**config.mk**
```make
export PLATFORM = sky130hd
export DESIGN_NAME = ffba_ram
export DESIGN_NICKNAME = d
export VERILOG_FILES = /design/src/rtl/first_fit_block_allocator_unit_macros.svh /design/src/rtl/ffba_ram.sv
export SDC_FILE = /design/constraint.sdc
export NUM_CORES = 2
export LEC_CHECK = 0
export ABC_AREA = 0
export CORE_MARGIN = 10
export CORE_UTILIZATION = 49
export CTS_CLUSTER_DIAMETER = 40
export DETAILED_ROUTE_END_ITERATION = 8
export DONT_BUFFER_PORTS = 1
export HOLD_SLACK_MARGIN = 0.02
export PLACE_DENSITY = 0.66
export SYNTH_ARGS = -nofsm -noshare
export SYNTH_HDL_FRONTEND = slang
export SYNTH_MEMORY_MAX_BITS = 65536
export SYNTH_SLANG_ARGS = --single-unit
```
**constraint.sdc**
```tcl
create_clock -name clk_i -period 6.45 [get_ports clk_i]
set_clock_uncertainty 0.15 [all_clocks]
set_input_delay 0.3225 -clock clk_i [delete_from_list [all_inputs] [get_ports clk_i]]
set_output_delay 0.3225 -clock clk_i [all_outputs]
set_load 0.03 [all_outputs]
```
**src/rtl/first_fit_block_allocator_unit_macros.svh**
```systemverilog
// ----------------------------------------------------------------------------
// first_fit_block_allocator_unit_macros.svh
// Assertion macros for the block allocator. They expand to nothing when
// SYNTHESIS is defined.
// ----------------------------------------------------------------------------
`ifndef FIRST_FIT_BLOCK_ALLOCATOR_UNIT_MACROS_SVH
`define FIRST_FIT_BLOCK_ALLOCATOR_UNIT_MACROS_SVH

`ifndef SYNTHESIS
// same-cycle implication, sampled on clk_i, off during reset
`define FFBA_ASSERT_IMP(name, ante, cons) \
  name: assert property (@(posedge clk_i) disable iff (!rst_ni) (ante) |-> (cons)) \
    else $error("ffba assertion failed");
// next-cycle implication
`define FFBA_ASSERT_NXT(name, ante, cons) \
  name: assert property (@(posedge clk_i) disable iff (!rst_ni) (ante) |=> (cons)) \
    else $error("ffba assertion failed");
`else
`define FFBA_ASSERT_IMP(name, ante, cons)
`define FFBA_ASSERT_NXT(name, ante, cons)
`endif

`endif

```
**src/rtl/ffba_ram.sv**
```systemverilog
// ----------------------------------------------------------------------------
// ffba_ram
// Generic single-write, single-read RAM with a registered read port.
// ----------------------------------------------------------------------------
`default_nettype none

module ffba_ram #(
  parameter int WIDTH = 65,
  parameter int DEPTH = 64
) (
  input  wire logic                     clk_i,
  input  wire logic                     we_i,
  input  wire logic [$clog2(DEPTH)-1:0] waddr_i,
  input  wire logic [WIDTH-1:0]         wdata_i,
  input  wire logic [$clog2(DEPTH)-1:0] raddr_i,
  output logic      [WIDTH-1:0]         rdata_o
);

  logic [WIDTH-1:0] mem_q [DEPTH];

  always_ff @(posedge clk_i) begin
    if (we_i) begin
      mem_q[waddr_i] <= wdata_i;
    end
    rdata_o <= mem_q[raddr_i];
  end

endmodule

`default_nettype wire

```
; ---- After elaboration in Yosys (flattened, before gate mapping)
; Memories as Yosys holds them, arrays and structs flattened. A register that Yosys moved wholly into a read port is not among the register bits.
; Cells that the tools add are included.
; Widths: inputs -> output; s select.
[totals]
regBits = 0
mem_bits_rw = 4160
in_bits = 79
output_inout_bits = 65
word_cells = 3
n_memories = 1
[memory_table]
columns = name, depth, word_bits, rd, rd_ports_with_merged_regs, wr, line
row1 = mem_q, 64, 65, 1, 1, 1, ffba_ram.sv:19  ; logic [WIDTH-1:0] mem_q [DEPTH];
[classes]
n_mux = 2
[op_table]
columns = operator, n
row1 = $mux 1, 2

; ---- Depth between registers and ports, before layout
[depth]
word_depth = 2
depth_mapped = 9
ltp_nobuf = 4

; ---- Least setup slack after synthesis
; OpenSTA, ideal clock, no wires.
[synth_timing]
kind = input to register
from = in waddr_i[3]
to = mem mem_q[48][0] (enable)
setup_ns = 0.568
arrival_ns = 5.261
required_time_ns = 5.732
setup_slack_ns = 0.471
stages = 4
n_path_buf = 1
cell_sequence = clkbuf_1 > nor2b_1 > nand4b_1 > nor3_1
[synth_lines]
columns = item, line
row1 = start: declaration, ffba_ram.sv:13  ; input wire logic [$clog2(DEPTH)-1:0] waddr_i,
row2 = end: declaration, ffba_ram.sv:19
; No word-level cell before the write port.

==> results.md <==
* FMAX at 0.249 GHz
* Synthesized net count at 6685
* CTS Buf Count at 477
* P_sw at 13200 µW
* Root Buffer: clkbuf_16
* Hpwl dp at 217 mm
* Synth Area in Adders at 0
* Vias in the first global route at 77500
* Synth Flop Type: edfxtp_1
* Chip height at 588 µm
* CTS clk-pin slew, worst paths at 0.06 ns
* Number of distinct library cells after synthesis at 27
* Synth Area in Compound Gates at 0.0272
* Synth Area in XOR/XNOR at 0
* Pwr dens at 333 mW/mm²
* Total Routing Usage GR at 0.252
* Largest net degree at the start of global routing at 848
* Area grow syn2layout at 15.8%
* CP delay by family, top: buffers and inverters
* Bufs and invs on worst path at 5
* Post-Synth Simple-Gate Area at 0.00911
* Final net count at 7112
* Design Power at 61100 µW
* Num rows at 208
* Final setup vio count at 0
* Largest stage delay, worst path at 1.14 ns
* Via-per-instance ratio at 6.58
* Critical path arrival at 4.80 ns
* H-tree depth at 5
* DRT Pass-1 Iters at 5
* Async SR Flop Fraction at 0
* Proportion of synthesized area in mux cells at 0.154
* Seq cells post-synth at 4225
* Static Leak at 0.0570 µW
* Hold_sp: raddr_i[1]
* Reg2reg end: rdata_o[6]
* Reg2Reg Depth at 7
* Port Buffers at 0
* WP data required at 7.24 ns
* Post-Synthesis Cells at 6606
* WL final at 446 mm
* Critical path fanouts, max at 28
* GP Congestion at 0.774
* Min-Delay Path Class: in -> reg
* Setup_tns at 0 ns
* Int Power at 47900 µW
* Remaining Overflow, GRT at 0
* Crit-path cells: dlygate4sd3_1 -> or2_2 -> buf_4 -> o221ai_1 -> dlygate4sd3_1 -> nor2_1 -> dlygate4sd3_1 -> o211a_1 -> dlygate4sd3_1
* Share of cells above drive strength 1 at 0.286
* CTS tree: done
* Later-pin clock latency in the skew report at 1.00 ns
* Clk network pwr share at 0.457
* Io pins at 144
* Hold path depth at 4
* Comb power frac at 0.042
* Final hold slack at 0.0313 ns
* CTS resizes at 0
* Clk buf depth at 4
* Syn_area_per_cell at 24.0 µm²
* Crit path time final at 4.01 ns
* Worst reg2reg setup slack at 3.11 ns
* WS Path Type: in -> reg
* Most frequent cells in the layout: edfxtp_1 (4160), mux4_2 (1040), clkbuf_16 (479)
* Slew Limit Fails at 320
* Post-CTS Setup Repair Bufs at 0
* Clock sinks at 4225
* Register area share after synthesis at 0.797
* Startpoint type of the worst setup path: input pin
* Place WS at 1.96 ns
* Switching Fraction at 0.216
* CP Capture Type: flop
* EDFF count, synth at 4160
* Hold Violations, Final at 0
* Util after Layout at 0.570
* Die ar. at 0.346 mm²
* Failing checks: slew limit
* Crit path top cell by count: dlygate4sd3_1
* Status: finished with violations
* Tcrit/Tclk final at 0.621
* Global-route wire length before repair at 618 mm
* Max Cap Viol at 0
* Flop pwr share at 0.502
* Vias post-DR at 77600
* Fillers at 22700
* Hold EP: rdata_o[43]
* Starting Density at 0.493
* Drc violations at 0
* Die span in x at 588 µm
* Relative slew slack at -0.179
* Unrepaired setup endpoints after global routing: false
* Worst flop-to-flop path startpoint: mem_q[51][6]
* Synthesized area at 0.158 mm²
* Yosys Warn Count at 0
* Antenna Nets Post-Route at 0
* Worst Setup Slack, final at 2.44 ns
* Wire per inst at 37.8 µm
* Area of the core at 0.321 mm²
* Slew @ Worst Pin at 1.77 ns
* Leading cell type in the layout, fill and taps excluded: edfxtp_1
* Hold_buf cts at 152
* Largest family of logic cells by synthesized area: multiplexers
* Peak supply drop at 250 µV
* Worst path slowest cell: dlygate4sd3_1
* Number of DRC markers in iteration 0 at 11800
* Antenna violations before repair at 22
## final cells by class
cell class	count	area, µm²	area share
clock buffer	575	12500	0.0682
timing repair buffer	325	4290	0.0234
antenna	23	57.6	0.000314
tap	4305	5390	0.0294
clock inverter	329	4080	0.0222
multi-input combinational	2004	30800	0.168
sequential	4225	126000	0.689
## metrics by stage
stage / instance area [µm²] / std cells
4_1_cts: 183000 / 11800
3_5_place_dp: 164000 / 10700
3_3_place_gp: 164000 / 10700
2_1_floorplan: 158000 / 6606
6_report: 183000 / 11800
5_1_grt: 183000 / 11800
## per-layer routing
layer  part of all wire  wire length [µm]  track usage
met4              0.041             18200       0.0917
met2               0.47            211000        0.395
met5           0.000085                38            0
met3               0.12             52700       0.0568
met1               0.37            163000        0.352
## worst min-delay path, cell delays in order
cell	delay, ns
mux4_2	0.20
mux2i_1	0.07
a211oi_1	0.30
o211a_1	0.19
## cell families after synthesis
kind of cell	after synthesis
compound gates	566
mux	1143
simple gates	295
flops	4225
buf+inv	377
## sequential cells by signal (all words and copies together) (netlist names)
register,flops
mem_q,4160
rdata_o,65
## power groups by stage
stage                     Combinational (µW)  Clock [µW]  Sequential [µW]
after floorplan                         1400           0            31200
after global placement                  1830           0            31200
after detailed placement                1830           0            31200
after CTS                               2400       28100            30600
after global routing                    2680       29300            30600
final                                   2560       27900            30600
## worst max-delay path by stage
| stage | startpoint | to | slack [ns] | cells after the start |
|---|---|---|---|---|
| finish | raddr_i[3] | rdata_o[6] | 2.44 | 9 |
| global route | raddr_i[3] | rdata_o[6] | 2.44 | 9 |
| CTS | raddr_i[3] | rdata_o[6] | 2.65 | 9 |
| detailed placement | raddr_i[0] | rdata_o[47] | 1.96 | 7 |
| global placement | raddr_i[0] | rdata_o[47] | 1.99 | 7 |
| floorplan | waddr_i[3] | mem_q[48][0] | 0.47 | 4 |
## Yosys cell counts (65+ instances only)
| cell type | instances | area share |
|---|---|---|
| mux4_2 | 1040 | 0.15 |
| edfxtp_1 | 4160 | 0.79 |
| dfxtp_1 | 65 | 0.0082 |
| nand3_1 | 115 | 0.0036 |
| a22oi_1 | 260 | 0.012 |
| o22ai_1 | 130 | 0.0051 |
| o211a_1 | 65 | 0.0041 |
| a211oi_1 | 65 | 0.0031 |
| clkbuf_1 | 120 | 0.0028 |
| nor2_1 | 112 | 0.0027 |
| mux2i_1 | 103 | 0.0065 |
| buf_2 | 186 | 0.0059 |
Power figures use the tool's default switching activity.
