[src/rtl/first_fit_block_allocator_unit_macros.svh]
// ----------------------------------------------------------------------------
// first_fit_block_allocator_unit_macros.svh
// Assertion macros for the block allocator. They expand to nothing when
// SYNTHESIS is defined.
// ----------------------------------------------------------------------------
`ifndef FIRST_FIT_BLOCK_ALLOCATOR_UNIT_MACROS_SVH
`define FIRST_FIT_BLOCK_ALLOCATOR_UNIT_MACROS_SVH

`ifndef SYNTHESIS
// same-cycle implication, sampled on clk_i, off during reset
`define FFBA_ASSERT_IMP(name, ante, cons) \
  name: assert property (@(posedge clk_i) disable iff (!rst_ni) (ante) |-> (cons)) \
    else $error("ffba assertion failed");
// next-cycle implication
`define FFBA_ASSERT_NXT(name, ante, cons) \
  name: assert property (@(posedge clk_i) disable iff (!rst_ni) (ante) |=> (cons)) \
    else $error("ffba assertion failed");
`else
`define FFBA_ASSERT_IMP(name, ante, cons)
`define FFBA_ASSERT_NXT(name, ante, cons)
`endif

`endif

[src/rtl/ffba_pkg.sv]
// ----------------------------------------------------------------------------
// ffba_pkg
// Shared codes and the result word of the first-fit block allocator.
// ----------------------------------------------------------------------------
`default_nettype none

package ffba_pkg;

  localparam int CFG_IDX_W = 1;

  typedef enum logic [1:0] {
    ACT_ALLOC  = 2'd0,
    ACT_FREE   = 2'd1,
    ACT_ARRAY  = 2'd2,
    ACT_RESIZE = 2'd3
  } action_e;

  typedef enum logic [1:0] {
    ST_ALLOC = 2'd0,
    ST_FAIL  = 2'd1,
    ST_KEPT  = 2'd2,
    ST_FREED = 2'd3
  } status_e;

  typedef enum logic [CFG_IDX_W-1:0] {
    CFG_HEAP_START = 1'b0,
    CFG_HEAP_END   = 1'b1
  } cfg_reg_e;

  typedef struct packed {
    logic [31:0] copy_bytes;
    logic [31:0] copy_source;
    logic        zero_needed;
    status_e     status;
    logic [31:0] result_address;
  } result_t;

endpackage

`default_nettype wire

[src/rtl/ffba_out_reg.sv]
// ----------------------------------------------------------------------------
// ffba_out_reg
// One-word output register; decouples the result stream from the sequencer.
// ----------------------------------------------------------------------------
`default_nettype none

module ffba_out_reg (
  input  wire logic             clk_i,
  input  wire logic             rst_ni,
  input  wire logic             load_i,
  input  wire ffba_pkg::result_t res_i,
  output logic                  ready_o,
  output logic                  m_tvalid_o,
  input  wire logic             m_tready_i,
  output logic [95:0]           m_tdata_o,   // result_address, copy_source, copy_bytes
  output logic [7:0]            m_tuser_o    // status[1:0], zero_needed[2], zeros
);

  logic              valid_q;
  ffba_pkg::result_t data_q;

  assign ready_o = !valid_q || m_tready_i;

  always_ff @(posedge clk_i or negedge rst_ni) begin
    if (!rst_ni) begin
      valid_q <= 1'b0;
    end else if (load_i) begin
      valid_q <= 1'b1;
    end else if (m_tready_i) begin
      valid_q <= 1'b0;
    end
  end

  always_ff @(posedge clk_i) begin
    if (load_i) begin
      data_q <= res_i;
    end
  end

  assign m_tvalid_o = valid_q;
  assign m_tdata_o  = {data_q.copy_bytes, data_q.copy_source, data_q.result_address};
  assign m_tuser_o  = {5'd0, data_q.zero_needed, data_q.status};

endmodule

`default_nettype wire

[config.mk]
export PLATFORM = sky130hd
export DESIGN_NAME = ffba_out_reg
export DESIGN_NICKNAME = d
export VERILOG_FILES = /design/src/rtl/first_fit_block_allocator_unit_macros.svh /design/src/rtl/ffba_pkg.sv /design/src/rtl/ffba_out_reg.sv
export SDC_FILE = /design/constraint.sdc
export NUM_CORES = 1
export LEC_CHECK = 0
export ABC_AREA = 1
export BUFFER_PORTS_ARGS = -buffer_cell sky130_fd_sc_hd__buf_2
export CAP_MARGIN = 20
export CORE_MARGIN = 5
export CORE_UTILIZATION = 46
export CTS_BUF_LIST = sky130_fd_sc_hd__clkbuf_2
export CTS_CLUSTER_DIAMETER = 150
export DETAILED_ROUTE_END_ITERATION = 8
export GPL_ROUTABILITY_DRIVEN = 0
export GPL_TIMING_DRIVEN = 0
export PLACE_DENSITY_LB_ADDON = 0.15
export SLEW_MARGIN = 15
export SYNTH_ARGS = -nofsm -noshare
export SYNTH_HDL_FRONTEND = slang
export SYNTH_SLANG_ARGS = --single-unit
[constraint.sdc]
create_clock -name clk_i -period 1 [get_ports clk_i]
set_input_delay 0.2 -clock clk_i [delete_from_list [all_inputs] [get_ports clk_i]]
set_output_delay 0.2 -clock clk_i [all_outputs]
set_load 0.01 [all_outputs]
==> flow_summary_export.csv, run 1 <==
group,metric,value,unit
clock_tree,htree_levels,3,
floorplanning,ioPinCount,209,
clock_tree,cts_setup_buffers,1,
yosys,netlist_top_cells_area,"edfxtp_1, buf_4, dfrtp_1",
clock_tree,holdBufCountCts,101,
yosys,synthTopCellsByCount,"edfxtp_1, buf_4, inv_1, nand2_2",
yosys,synth_warnings,0,
floorplanning,chipWidth,91.55,um
yosys,synth-seq-cells,100,
floorplanning,die_y,91.55,um
yosys,synth_top_cell_by_area,"edfxtp_1",
floorplanning,num_rows,29,
status,status,"stopped before the end",
yosys,seq_area_frac_synth,98.00,%
yosys,syn_avg_cell_area,27.81,um2
yosys,syn-cell-area,3059,um2
clock_tree,cts_sinks,100,
status,haltStage,"4_1_cts",
yosys,yosysTopAreaCellShare,97.18,%
yosys,synth_edf_count,99,
floorplanning,start_util,47.63,%
clock_tree,clock_path_buffers,2,
clock_tree,ctsResizeCount,1,
yosys,yosys.cell_count.top_type,"edfxtp_1",
clock_tree,cts_root_buffer,"clkbuf_2",
status,tool.error,"[ERROR RSZ-0060] Max buffer count reached.",
placed_design,io_buffer_count,203,
yosys,ys_dominant_reg_cell,"edfxtp_1",
yosys,synthCells,110,
yosys,async_flop_share,1.000,%
clock_tree,cts_made_buffers,9,
placed_design,place_hpwl,5614,um
yosys,ys_types,6,
## cell families after synthesis
logic type             synth area share (%)
other                                0.1226
buffers and inverters                 1.473
and+or+nand+nor                      0.4089
DFF                                   98.00
## per-stage QoR
stage | util [%] | setup WS (ps) | instances | TNS [ps] | cell area [um2]
after global placement | 65.19 | -1168 | 394 | -116290 | 4187
after detailed placement | 65.65 | -325.9 | 395 | -21370 | 4217
after floorplan | - | 288.7 | 114 | 0 | 3074
==> run 2: changes to the inputs <==
--- a/config.mk
+++ b/config.mk
@@ -9,9 +9,7 @@
 export BUFFER_PORTS_ARGS = -buffer_cell sky130_fd_sc_hd__buf_2
 export CAP_MARGIN = 20
 export CORE_MARGIN = 5
-export CORE_UTILIZATION = 46
-export CTS_BUF_LIST = sky130_fd_sc_hd__clkbuf_2
-export CTS_CLUSTER_DIAMETER = 150
+export CORE_UTILIZATION = 35
 export DETAILED_ROUTE_END_ITERATION = 8
 export GPL_ROUTABILITY_DRIVEN = 0
 export GPL_TIMING_DRIVEN = 0
==> flow_summary_export.csv, run 2 <==
group,metric,value,unit
sta,finClkSkew,0,ps
setup_path,end_kind,"output pin",
min_path,hp-class,"input pin to flip-flop",
detailed_routing,wl,7530,um
yosys,ys_dominant_reg_cell,"edfxtp_1",
status,status,"complete, but fails checks",
setup_path,critical_path.startpoint_type,"flip-flop",
final_layout,most-common-layout-cells,"buf_2, edfxtp_1, dlygate4sd3_1, clkbuf_8, buf_4",
clock_tree,cts_root_buffer,"clkbuf_8",
floorplanning,core_area,8636,um2
setup_path,crit_type,"flip-flop to output pin",
clock_tree,cts_tree,"yes",
final_layout,instances_no_fill,510,
detailed_routing,via_count,2068,
clock_tree,clk_latency,350,ps
placed_design,io_buffer_count,203,
setup_path,cp.arrival,950,ps
detailed_routing,viasPerCell,4.055,
placed_design,post-place-ws,-453.0,ps
sta,rsz0062_at_grt,"yes",
yosys,syn-cell-area,3059,um2
yosys,synth_edf_count,99,
clock_tree,path_clk_slew,90,ps
final_layout,final_common_cell,"buf_2",
final_layout,multi_input_area,31.28,um2
detailed_routing,drcViolationCount,0,
yosys,ys_types,6,
status,violations,"setup timing",
yosys,seq_area_frac_synth,98.00,%
global_route,grt_pass1_wl,10290,um
sta,min_period_over_period,115.0,%
min_path,hold_path_depth,1,
power_and_ir_drop,p_per_area,1625,nW/um2
floorplanning,die_area,10710,um2
sta,report.final.slew_viol_count,0,
clock_tree,clock_path_buffers,2,
power_and_ir_drop,p_leak,0.002220,uW
final_layout,fillers,688,
placed_design,place_hpwl,5258,um
clock_tree,htree_levels,3,
floorplanning,start_util,35.42,%
final_layout,syn_to_final_growth,67.28,%
setup_path,path_max_fanout,2,
global_route,grt_max_degree,56,
yosys,synthCells,110,
setup_path,cp.required,800,ps
setup_path,rr_worst_depth,3,
clock_tree,cts_sinks,100,
floorplanning,ioPinCount,209,
placed_design,dpl.cell_count,426,
final_layout,diodes,0,
final_layout,largest_reg_flops,96,
sta,setup_viol,101,
yosys,netlist_top_cells_area,"edfxtp_1, buf_4, dfrtp_1",
global_route,globalRouteTotalUtil,13.04,%
yosys,yosysTopAreaCellShare,97.18,%
sta,setup_slack,-149.5,ps
yosys,yosys.cell_count.top_type,"edfxtp_1",
global_route,antenna_found_initial,0,
floorplanning,num_rows,34,
detailed_routing,drtIter0Drc,38,
sta,fmax,869.9,MHz
detailed_routing,wire_per_inst,14.76,um
flow_run,max_cap_violations,0,
yosys,syn_avg_cell_area,27.81,um2
final_layout,seq_area,2998,um2
final_layout,final_net_count,500,
floorplanning,die_y,103.5,um
floorplanning,chipWidth,103.5,um
sta,fin_crit,1150,ps
yosys,synth_warnings,0,
sta,fin_hold_ws,28.41,ps
yosys,synth-seq-cells,100,
detailed_routing,drt_pass1_iterations,4,
detailed_routing,antenna_left,0,
clock_tree,cts_made_buffers,9,
yosys,synthTopCellsByCount,"edfxtp_1, buf_4, inv_1, nand2_2",
power_and_ir_drop,peakVddDrop,0.8376,mV
yosys,synth_top_cell_by_area,"edfxtp_1",
sta,hold_viol_final,0,
final_layout,drive_above_1_share,56.22,%
yosys,async_flop_share,1.000,%
global_route,grt_pass1_vias,2075,
global_route,grt_overflow,0,
run 2: cell counts after synthesis:
Identical to the previous run, type by type.
run 2: worst max-delay path, stage by stage (launching register included):
cell     delay [ps]
dfrtp_1         410
nand2_2          90
buf_6           110
run 2: report_power, final:
group | total, uW | internal [uW] | switching [uW]
Combinational | 1040 | 555 | 485
Clock | 2240 | 916 | 1320
Sequential | 5040 | 4970 | 73.7
Total | 8320 | 6440 | 1880
run 2: area by class of cell:
type,count,share of cell area [%]
plain buffers,5,0.7335
clock buffers,11,2.567
clock inverters,5,0.7335
inverters,2,0.1467
multi-input cells,7,0.6112
flip-flops and latches,100,58.58
well taps,108,2.641
repair buffers,272,33.99
run 2: timing repair:
action                                 in CTS  in global routing
resized for setup                           2                  2
gates cloned                                0                  0
setup endpoints to repair                 146                101
endpoints found under the hold margin      58                  9
buffers inserted                            1                  0
pin swaps                                   1                  0
hold buffers                               58                  9
run 2: cells by family (layout without fill, tap and decap cells):
group,Yosys count,in the layout,share of synthesized area [%]
and+or+nand+nor,2,2,0.4089
DFF,100,100,98.00
buffers and inverters,7,295,1.473
other,1,5,0.1226
run 2: path summary, 6_finish.rpt:
check,start,endpoint,slack [ps]
setup / recovery,m_tvalid_o,ready_o,-150
hold / removal,res_i[0],m_tdata_o[0],30
setup reg to reg,m_tvalid_o,m_tvalid_o,260
hold reg to reg,m_tvalid_o,m_tvalid_o,670
max in group asynchronous,rst_ni,m_tvalid_o,770
min in group asynchronous,rst_ni,m_tvalid_o,140
run 2: stage by stage:
stage	instance area [um2]	total power [uW]	utilization, %	setup TNS (ps)
after floorplan	3074	5367	-	0
after global placement	4225	5951	48.93	-122030
after detailed placement	4248	5968	49.19	-28620
after CTS	5015	8408	58.07	-9341
after global routing	5117	8733	59.26	-12250
final	5117	8317	59.26	-6106
run 2: metal layers:
metal  vias up  share of wire (%)  GRT usage [%]
met5         -                  0              0
met4         0                1.6          5.677
met3        11                 13          5.969
met2       125                 50          22.11
met1       939                 35          14.01
li1        993                  -              -
(Power assumes the default switching activity.)
